**src/hw/rtl/zlru_pkg.sv**
```systemverilog
package zlru_pkg;

   // Command codes carried on the request side.
   localparam logic [1:0] CMD_READ  = 2'd0;
   localparam logic [1:0] CMD_WRITE = 2'd1;
   localparam logic [1:0] CMD_EVICT = 2'd2;

   // Register indexes of the configuration port.
   localparam logic REG_CHUNKS_PER_ZONE = 1'b0;

   localparam int          CHUNKS_W         = 17;
   localparam logic [16:0] CHUNKS_PER_ZONE_RESET = 17'd65536;

   typedef struct packed {
      logic [1:0]  cmd;
      logic [7:0]  zone;
      logic [15:0] chunk_pos;
   } zlru_item_type;

   typedef struct packed {
      logic       evicted;
      logic [7:0] victim_zone;
      logic [8:0] occupancy;
   } zlru_result_type;

endpackage

```
**src/hw/rtl/zlru_csr.sv**
```systemverilog
module zlru_csr
   import zlru_pkg::*;
(
   input  logic                clock,
   input  logic                reset,
   input  logic                psel,
   input  logic                penable,
   input  logic                pwrite,
   input  logic [2:0]          paddr,
   input  logic [31:0]         pwdata,
   output logic [31:0]         prdata,
   output logic                pready,
   output logic [CHUNKS_W-1:0] chunks_per_zone
);

   logic [CHUNKS_W-1:0] chunks_ff;
   logic [CHUNKS_W-1:0] chunks_in;
   logic                wr_hit;

   // The register index is the word address; only index zero exists.
   assign pready = 1'b1;
   assign wr_hit = psel && penable && pwrite && (paddr[2] == REG_CHUNKS_PER_ZONE);

   always_comb begin
      chunks_in = chunks_ff;
      if (wr_hit) begin
         chunks_in = pwdata[CHUNKS_W-1:0];
      end
   end

   always_ff @(posedge clock) begin
      if (reset) begin
         chunks_ff <= CHUNKS_PER_ZONE_RESET;
      end else begin
         chunks_ff <= chunks_in;
      end
   end

   always_comb begin
      prdata = 32'd0;
      if (paddr[2] == REG_CHUNKS_PER_ZONE) begin
         prdata = {{(32 - CHUNKS_W){1'b0}}, chunks_ff};
      end
   end

   assign chunks_per_zone = chunks_ff;

endmodule

```
**config.mk**
```make
export PLATFORM = sky130hd
export DESIGN_NAME = zlru_csr
export DESIGN_NICKNAME = d
export VERILOG_FILES = /design/src/hw/rtl/zlru_pkg.sv /design/src/hw/rtl/zlru_csr.sv
export SDC_FILE = /design/constraint.sdc
export NUM_CORES = 1
export LEC_CHECK = 0
export ABC_AREA = 1
export ABC_CLOCK_PERIOD_IN_PS = 1000
export BUFFER_PORTS_ARGS = -buffer_cell sky130_fd_sc_hd__buf_2
export CAP_MARGIN = 5
export CORE_ASPECT_RATIO = 0.75
export CORE_MARGIN = 4
export CORE_UTILIZATION = 38
export CTS_CLUSTER_DIAMETER = 60
export CTS_CLUSTER_SIZE = 24
export DETAILED_ROUTE_END_ITERATION = 12
export HOLD_SLACK_MARGIN = 0.02
export MAX_ROUTING_LAYER = met4
export PLACE_DENSITY = 0.79
export SETUP_SLACK_MARGIN = 0.05
export SLEW_MARGIN = 10
export SYNTH_ARGS = -nofsm -noshare
export SYNTH_HDL_FRONTEND = slang
export SYNTH_SLANG_ARGS = --single-unit
```
**constraint.sdc**
```tcl
create_clock -name clock -period 1 [get_ports clock]
set_clock_uncertainty 0.1 [all_clocks]
set_input_delay 0.05 -clock clock [delete_from_list [all_inputs] [get_ports clock]]
set_output_delay 0.05 -clock clock [all_outputs]
set_load 0.005 [all_outputs]
```
==> results of run 1 <==
critical path, cell delays in order, from the launching register on:
cell,delay (ps)
dfxtp_2,340
inv_1,40
nor2_1,90
buf_2,120
how the worst min path moves through the flow:
stage / startpoint / end / cells past startpoint
floorplan: pwdata[16] / chunks_per_zone[16] / 2
global placement: pwdata[16] / chunks_per_zone[16] / 3
detailed placement: pwdata[16] / chunks_per_zone[16] / 3
CTS: pwdata[4] / chunks_per_zone[4] / 5
global route: pwdata[15] / chunks_per_zone[15] / 5
finish: pwdata[4] / chunks_per_zone[4] / 5
where the power goes:
part | switching, W | internal [W] | total (W)
sequential | 0.0000194 | 0.000706 | 0.000725
combinational | 0.000177 | 0.000176 | 0.000353
clock | 0.000223 | 0.000282 | 0.000505
total | 0.000419 | 0.00116 | 0.00158
cells by family (layout without fill, tap and decap cells):
family	after synthesis	after routing	share of synthesized area [%]
buffers and inverters	59	123	29.0
other	2	16	0.684
AND/OR/NAND/NOR	87	87	38.9
AO/OA/AOI/OAI	1	1	0.456
flip-flops	17	17	31.0
through the flow:
| stage | cells | total power [W] |
|---|---|---|
| 3_5_place_dp | 254 | 0.00102 |
| 4_1_cts | 274 | 0.00157 |
| 3_3_place_gp | 254 | 0.00101 |
| 2_1_floorplan | 180 | 0.000950 |
| 5_1_grt | 280 | 0.00168 |
| 6_report | 280 | 0.00158 |
timing repair:
action	in CTS	in global routing
buffers inserted	6	6
hold endpoints to repair	10	0
setup endpoints to repair	17	18
gates resized for setup	17	23
pin swaps	1	8
hold buffers	10	0
cell type report:
type	instances	area [sq um]	area share, %
inverter	37	140	8.54
clock buffer	4	45.0	2.74
sequential	17	362	22.0
multi-input combinational	104	507	30.9
timing repair buffer	82	543	33.1
tap	36	45.0	2.74
metal layers:
metal / vias up / track usage (%)
met3: 2 / 4.04
met1: 460 / 15.3
met5: - / -
met4: 0 / 0.955
met2: 39 / 26.0
li1: 598 / -
layout by cell type, fill, tap and decap left out, types with 3 or more instances in the layout:
cell type      instances
dlygate4sd3_1          9
conb_1                16
clkbuf_8               3
inv_2                 13
dfxtp_2               17
nor2_1                25
buf_2                 53
buf_4                 15
nor2_2                24
inv_1                 22
nand2_1               17
nand3_1               17
==> impl_metrics.env, run 1 <==
export IMPL_crit_start="chunks_per_zone[7]"
export IMPL_ios=90
export IMPL_p_per_area_nw_per_um2=964
export IMPL_grt_pass1_vias=949
export IMPL_power_leakage_nw=0.939
export IMPL_min_delay_path_class="in -> reg"
export IMPL_min_period_ps=982
export IMPL_via_per_inst=3.93
export IMPL_tightest_slew_ps=500
export IMPL_setup_viol=0
export IMPL_met1_length_um=1160
export IMPL_gp_congestion=0.710
export IMPL_start_util_pct=40.9
export IMPL_postSynthAreaPerCell_sq_um=6.61
export IMPL_yosysSeqAreaShare_pct=31.0
export IMPL_drc=0
export IMPL_insertion_delay_ps=240
export IMPL_reg2reg_slack_ps=190
export IMPL_endpoint="prdata[7]"
export IMPL_grt_max_degree=18
export IMPL_routedWlPerCell_um=9.91
export IMPL_synth_flop_cell="dfxtp_1"
export IMPL_relSlewSlack_pct=66.6
export IMPL_synthToLayoutAreaGrowth_pct=49.6
export IMPL_rsz0062_at_grt="true"
export IMPL_cp_arrival_ps=830
export IMPL_clock_path_buffers=2
export IMPL_diodes=0
export IMPL_final_util_pct=61.2
export IMPL_ant_nets=0
export IMPL_dieArea_sq_um=3820
export IMPL_reg2regPathDepth=3
export IMPL_r2r_start="chunks_per_zone[5]"
export IMPL_wl_met2_um=1440
export IMPL_fin_nets=285
export IMPL_antenna_found_initial=0
export IMPL_synth_area_sq_um=1100
export IMPL_core_area_sq_um=2680
export IMPL_synthTopCellsByCount="inv_1 (35), nor2_1 (31), nor2_2 (18)"
export IMPL_final_cell_area_sq_um=1640
export IMPL_dp_slack_ps=-79.5
export IMPL_wl_met3_um=173
export IMPL_top_layer="met4"
export IMPL_wl_um=2780
export IMPL_synth_most_common_cell="inv_1"
export IMPL_reg2reg_to="chunks_per_zone[5]"
export IMPL_cts_buffers=3
export IMPL_cts_clk_slew_worst_paths_ps=60
export IMPL_die_w_um=70.1
export IMPL_synthCells=166
export IMPL_largest_reg_flops=17
export IMPL_die_y_um=54.5
export IMPL_row_count=16
export IMPL_postLayoutSetupSlackWorst_ps=17.7
export IMPL_yosysTopAreaCell="dfxtp_1"
export IMPL_numClockSinks=17
export IMPL_cp_start_kind="register"
export IMPL_h_tree_depth=1
export IMPL_final_max_slew_violation_count=0
export IMPL_clock_fmax_mhz=1020
export IMPL_drive_gt1_share_pct=54.9
export IMPL_numPortBuffers=56
export IMPL_grt_overflow=0
export IMPL_critPathKind="reg -> out"
export IMPL_vias=1099
export IMPL_synthDominantCellAreaShare_pct=31.0
export IMPL_drtIter0Drc=31
export IMPL_synth_distinct_cells=18
export IMPL_async_reset_ff_share_pct=0
export IMPL_root_buffer="clkbuf_8"
export IMPL_grt_usage_pct=13.7
export IMPL_timing_final_crit_share_pct=98.2
export IMPL_whs_ps=23.4
export IMPL_cts_tree="done"
export IMPL_yosysWarnings=0
export IMPL_crit_required_ps=850
export IMPL_status="finished clean"
export IMPL_dpl_hpwl_um=1850
export IMPL_synth_edf_count=0
export IMPL_end_kind="output pin"
export IMPL_first_pass_iters=4
export IMPL_fin_setup_tns_ps=0
export IMPL_fillerInstances=259
export IMPL_ir_drop_mv=0.651
export IMPL_path_max_fanout=3
export IMPL_synthTopCellsByArea="dfxtp_1 (31%), inv_1 (12%), buf_4 (12%)"
export IMPL_dpl_cell_area_sq_um=1350
export IMPL_hold_violations=0
export IMPL_maxCapViolations=0
export IMPL_grt_pass1_wl_um=4060
export IMPL_ys_seq_elements=17
Power figures use the tool's default switching activity.
==> run 2, diff against run 1 <==
--- a/config.mk
+++ b/config.mk
@@ -6,18 +6,17 @@
 export NUM_CORES = 1
 export LEC_CHECK = 0
 export ABC_AREA = 1
-export ABC_CLOCK_PERIOD_IN_PS = 1000
 export BUFFER_PORTS_ARGS = -buffer_cell sky130_fd_sc_hd__buf_2
 export CAP_MARGIN = 5
 export CORE_ASPECT_RATIO = 0.75
 export CORE_MARGIN = 4
-export CORE_UTILIZATION = 38
+export CORE_UTILIZATION = 41
 export CTS_CLUSTER_DIAMETER = 60
 export CTS_CLUSTER_SIZE = 24
 export DETAILED_ROUTE_END_ITERATION = 12
-export HOLD_SLACK_MARGIN = 0.02
+export HOLD_SLACK_MARGIN = 0.08
 export MAX_ROUTING_LAYER = met4
-export PLACE_DENSITY = 0.79
+export PLACE_DENSITY = 0.84
 export SETUP_SLACK_MARGIN = 0.05
 export SLEW_MARGIN = 10
 export SYNTH_ARGS = -nofsm -noshare
==> constraint.sdc (replaced) <==
create_clock -name clock -period 1.2 [get_ports clock]
set_clock_uncertainty 0.1 [all_clocks]
set_input_delay 0.06 -clock clock [delete_from_list [all_inputs] [get_ports clock]]
set_output_delay 0.06 -clock clock [all_outputs]
set_load 0.005 [all_outputs]
==> run 2 against run 1 <==
  * First-iteration DRC count increased by 68%
  * Critical path depth unchanged
  * Worst setup slack gained 110 ps
  * Utilization increased by 2.7 points
  * Clock-buffer cell count unchanged
  * Routed wire length grew 0.61%
  * Non-clock buffer count shrank 4
  * Hold slack better by 74 ps
  * Sequential share of layout area increased by 0.69 points
  * Cell count down 2.1%
  * Combinational power fell by 23%
  * Sequential power decreased by 17%
  * Critical endpoint is now prdata[5]
==> impl_metrics.env, run 2 (synthesis gave the netlist of run 1 again) <==
export IMPL_cts_tree="done"
export IMPL_whs_path_depth=4
export IMPL_hold_violations=0
export IMPL_via_per_inst=3.99
export IMPL_setup_viol=0
export IMPL_p_clk_share_pct=26.5
export IMPL_fin_nets=281
export IMPL_min_period_ps=1070
export IMPL_grt_overflow=0
export IMPL_start_util_pct=45.3
export IMPL_clock_fmax_mhz=931
export IMPL_drtIter0Drc=52
export IMPL_rsz0062_at_grt="true"
export IMPL_wl_um=2790
export IMPL_reg2reg_to="chunks_per_zone[13]"
export IMPL_root_buffer="clkbuf_4"
export IMPL_clock_path_buffers=2
export IMPL_reg2regPathDepth=3
export IMPL_h_tree_depth=1
export IMPL_dpl_cell_count=250
export IMPL_numClockSinks=17
export IMPL_timing_final_crit_share_pct=89.5
export IMPL_ios=90
export IMPL_row_count=15
export IMPL_vias=1093
export IMPL_final_max_slew_violation_count=0
export IMPL_grt_usage_pct=17.8
export IMPL_end_kind="output pin"
export IMPL_hold_end="chunks_per_zone[16]"
export IMPL_layoutNonFillerInstCount=274
export IMPL_cp_arrival_ps=910
export IMPL_p_per_area_nw_per_um2=768
export IMPL_fin_setup_tns_ps=0
export IMPL_critPathTopFamily="flip-flops"
export IMPL_sw_frac_of_total_pct=28.7
export IMPL_core_area_sq_um=2420
export IMPL_largest_reg_flops=17
export IMPL_fin_total_pwr_w=0.00119
export IMPL_critPathSlowestCell="dfxtp_2"
export IMPL_hp_start="reset"
export IMPL_antenna_found_initial=0
export IMPL_cp_start_kind="register"
export IMPL_power_switching_w=0.000341
export IMPL_insertion_delay_ps=290
export IMPL_synthToLayoutAreaGrowth_pct=41.0
export IMPL_status="finished clean"
export IMPL_dpl_cell_area_sq_um=1310
export IMPL_grt_pass1_wl_um=4610
export IMPL_ir_drop_mv=0.578
export IMPL_p_comb_share_pct=23.0
export IMPL_routedWlPerCell_um=10.2
export IMPL_maxCapViolations=0
export IMPL_dpl_hpwl_um=1840
export IMPL_layout_common_cells="buf_2 (56), inv_1 (35), nor2_1 (30), nor2_2 (19), dlygate4sd3_1 (19)"
export IMPL_drive_gt1_share_pct=39.6
export IMPL_crit_required_ps=1040
export IMPL_cts_buffers=3
export IMPL_gp_congestion=0.682
export IMPL_min_delay_path_class="in -> reg"
export IMPL_final_cell_area_sq_um=1550
export IMPL_seq_power_share_pct=50.6
export IMPL_drc=0
export IMPL_grt_pass1_vias=1013
export IMPL_reg2reg_slack_ps=400
export IMPL_mostFrequentLayoutCell="buf_2"
export IMPL_die_w_um=67.7
export IMPL_path_max_fanout=3
export IMPL_die_y_um=52.8
export IMPL_p_int_w=0.000848
export IMPL_crit_chain="inv_1 > nor2_1 > buf_2"
export IMPL_power_leakage_nw=0.879
export IMPL_grt_max_degree=18
export IMPL_cts_clk_slew_worst_paths_ps=100
export IMPL_r2r_start="chunks_per_zone[13]"
export IMPL_first_pass_iters=4
export IMPL_ant_nets=0
export IMPL_critPathKind="reg -> out"
export IMPL_dieArea_sq_um=3580
export IMPL_numPortBuffers=56
export IMPL_crit_buf_inv=2
export IMPL_critPathMaxStageDelay_ps=360
export IMPL_diodes=0
==> run 2: cell types whose count changed in the layout (fill, tap and decap cells not counted), moves of 8 or more <==
cell / before / now
dfxtp_2: 17 / 9
inv_1: 22 / 35
buf_4: 15 / 3
dlygate4sd3_1: 9 / 19
dfxtp_1: 0 / 8
inv_2: 13 / 0
==> run 2: layout make-up <==
| type | count | area [sq um] |
|---|---|---|
| Multi-Input combinational cell | 104 | 494 |
| Sequential cell | 17 | 352 |
| Timing Repair Buffer | 78 | 493 |
| Inverter | 37 | 140 |
| Tap cell | 34 | 42.5 |
| Clock buffer | 4 | 26.3 |
| Fill cell | 229 | 873 |
==> run 2: worst max path at each step <==
stage | from | to | slack (ps) | cells past startpoint
after CTS | chunks_per_zone[8] | prdata[8] | 90 | 3
after detailed placement | pwrite | chunks_per_zone[8] | 70 | 6
after global placement | pwrite | chunks_per_zone[3] | 80 | 6
final | chunks_per_zone[5] | prdata[5] | 130 | 3
after floorplan | paddr[2] | chunks_per_zone[10] | 340 | 6
after global routing | chunks_per_zone[5] | prdata[5] | 40 | 3
==> run 2: power by group through the flow <==
| stage | logic [W] | registers [W] | clock network (W) |
|---|---|---|---|
| after global placement | 0.000217 | 0.000611 | 0 |
| after detailed placement | 0.000221 | 0.000612 | 0 |
| final | 0.000273 | 0.000601 | 0.000315 |
| after floorplan | 0.000179 | 0.000613 | 0 |
| after CTS | 0.000268 | 0.000599 | 0.000332 |
| after global routing | 0.000310 | 0.000605 | 0.000365 |
==> run 2: stage by stage <==
| step | hold slack [ps] | setup slack, ps | utilization [%] |
|---|---|---|---|
| final | 97.7 | 126 | 63.9 |
| after global placement | 176 | 79.7 | 54.1 |
| after global routing | 102 | 35.4 | 63.9 |
| after detailed placement | 176 | 65.9 | 54.1 |
| after floorplan | 86.2 | 339 | - |
| after CTS | 83.8 | 94.5 | 63.0 |
==> run 2: metal layers <==
metal | wire length [um] | GRT usage (%) | part of all wire (%)
met1 | 1110 | 18.9 | 40
met2 | 1470 | 33.1 | 53
met3 | 201 | 5.15 | 7.2
met4 | 8 | 3.03 | 0.29
met5 | 0 | - | 0
==> run 2: what timing repair did <==
item / CTS / global route
setup buffers: 0 / 1
setup endpoints to repair: 0 / 10
resized for setup: 0 / 11
hold buffers: 19 / 0
endpoints found under the hold margin: 17 / 0
==> run 2: worst min-delay path, cell delays in order <==
cell and delay, ps:
buf_2 80, clkinv_1 40, buf_4 190, nand3_1 90
==> run 3, diff against run 2 <==
--- a/config.mk
+++ b/config.mk
@@ -11,6 +11,7 @@
 export CORE_ASPECT_RATIO = 0.75
 export CORE_MARGIN = 4
 export CORE_UTILIZATION = 41
+export CTS_BUF_LIST = sky130_fd_sc_hd__clkbuf_16
 export CTS_CLUSTER_DIAMETER = 60
 export CTS_CLUSTER_SIZE = 24
 export DETAILED_ROUTE_END_ITERATION = 12
==> run 3 against run 2 <==
  * Routed wire length is 2.1% lower
  * Critical path depth stayed put
  * Cell count is 1.1% lower
  * First-iteration DRC count is 37% lower
  * Clock power is 110% higher
==> impl_metrics.env, run 3 (synthesis gave the netlist of run 1 again) <==
export IMPL_status="finished clean"
export IMPL_end_kind="output pin"
export IMPL_hold_violations=0
export IMPL_grt_pass1_vias=985
export IMPL_fin_nets=278
export IMPL_cts_tree="done"
export IMPL_min_period_ps=1040
export IMPL_ios=90
export IMPL_final_max_slew_violation_count=0
export IMPL_r2r_start="chunks_per_zone[8]"
export IMPL_cts_buffers=3
export IMPL_ant_nets=0
export IMPL_grt_max_degree=18
export IMPL_hold_end="chunks_per_zone[16]"
export IMPL_reg2reg_slack_ps=480
export IMPL_core_area_sq_um=2420
export IMPL_mostFrequentLayoutCell="buf_2"
export IMPL_insertion_delay_ps=240
export IMPL_crit_required_ps=1040
export IMPL_gp_congestion=0.682
export IMPL_dieArea_sq_um=3580
export IMPL_via_per_inst=3.98
export IMPL_antenna_found_initial=0
export IMPL_p_per_area_nw_per_um2=976
export IMPL_clock_fmax_mhz=965
export IMPL_drc=0
export IMPL_multi_input_area_sq_um=492
export IMPL_synthToLayoutAreaGrowth_pct=42.1
export IMPL_critPathKind="reg -> out"
export IMPL_cts_clk_slew_worst_paths_ps=50
export IMPL_first_pass_iters=4
export IMPL_drive_gt1_share_pct=35.4
export IMPL_clock_path_buffers=2
export IMPL_cp_arrival_ps=880
export IMPL_grt_overflow=0
export IMPL_wl_um=2730
export IMPL_grt_usage_pct=17.3
export IMPL_path_max_fanout=3
export IMPL_ir_drop_mv=0.770
export IMPL_dpl_hpwl_um=1840
export IMPL_start_util_pct=45.3
export IMPL_diodes=0
export IMPL_numPortBuffers=56
export IMPL_die_y_um=52.8
export IMPL_drtIter0Drc=33
export IMPL_hp_start="psel"
export IMPL_power_leakage_nw=0.892
export IMPL_routedWlPerCell_um=10.1
export IMPL_relSlewSlack_pct=65.0
export IMPL_h_tree_depth=1
export IMPL_row_count=15
export IMPL_fin_total_pwr_w=0.00152
export IMPL_numClockSinks=17
export IMPL_largest_reg_flops=17
export IMPL_layout_common_cells="buf_2 (56), inv_1 (36), nor2_1 (31), nor2_2 (18)"
export IMPL_fillerInstances=233
export IMPL_root_buffer="clkbuf_16"
export IMPL_vias=1079
export IMPL_whs_path_depth=4
export IMPL_timing_final_crit_share_pct=86.4
export IMPL_setup_viol=0
export IMPL_tightest_slew_ps=525
export IMPL_die_w_um=67.7
export IMPL_rsz0062_at_grt="false"
export IMPL_grt_pass1_wl_um=4480
export IMPL_cp_start_kind="register"
export IMPL_maxCapViolations=0
export IMPL_fin_setup_tns_ps=0
export IMPL_min_delay_path_class="in -> reg"
export IMPL_seqCellArea_sq_um=340
export IMPL_reg2reg_to="chunks_per_zone[8]"
export IMPL_reg2regPathDepth=2
[run 3: through the flow]
| step | instance area, sq um | cells | setup WS, ps | hold WS (ps) | utilization, % |
|---|---|---|---|---|---|
| finish | 1560 | 271 | 163 | 93.4 | 64.4 |
| global route | 1560 | 271 | 87.4 | 145 | 64.4 |
| CTS | 1560 | 271 | 170 | 90.9 | 64.4 |
| detailed placement | 1310 | 250 | 65.9 | 176 | 54.1 |
| global placement | 1310 | 250 | 79.7 | 176 | 54.1 |
| floorplan | 1150 | 180 | 339 | 86.2 | - |
[run 3: worst max-delay path: stages (launching register included)]
cell,delay (ps)
dfxtp_1,360
inv_1,50
nor2_1,100
buf_2,130
[run 3: layer usage]
layer	wire length (um)	global-route usage (%)	up-vias
met1	1110	18.8	453
met5	0	-	-
met3	221	4.51	2
met2	1400	31.8	42
li1	-	-	582
met4	8	3.03	0
[run 3: worst max-delay path by stage]
| stage | from | end | slack (ps) | cells past startpoint |
|---|---|---|---|---|
| floorplan | paddr[2] | chunks_per_zone[10] | 340 | 6 |
| global placement | pwrite | chunks_per_zone[3] | 80 | 6 |
| detailed placement | pwrite | chunks_per_zone[8] | 70 | 6 |
| CTS | chunks_per_zone[8] | prdata[8] | 170 | 3 |
| global route | chunks_per_zone[5] | prdata[5] | 90 | 3 |
| finish | chunks_per_zone[5] | prdata[5] | 160 | 3 |
[run 3: cell type report]
type                            count  area share [%]
Multi-Input combinational cell    104            31.5
Timing Repair Buffer               75            29.9
Sequential cell                    17            21.8
Inverter                           37            8.99
Clock buffer                        3            4.82
Tap cell                           34            2.73
Clock inverter                      1           0.241
[run 3: what timing repair did]
action	in CTS	in global routing
setup endpoints to repair	0	0
gates resized for setup	0	0
endpoints found under the hold margin	17	0
setup buffers	0	0
hold buffers	17	0
[run 3: power breakdown]
group	internal (W)	switching [W]	total, W
registers	0.000585	0.0000151	0.000600
logic	0.000127	0.000138	0.000265
clock network	0.000442	0.000213	0.000655
total	0.00115	0.000367	0.00152
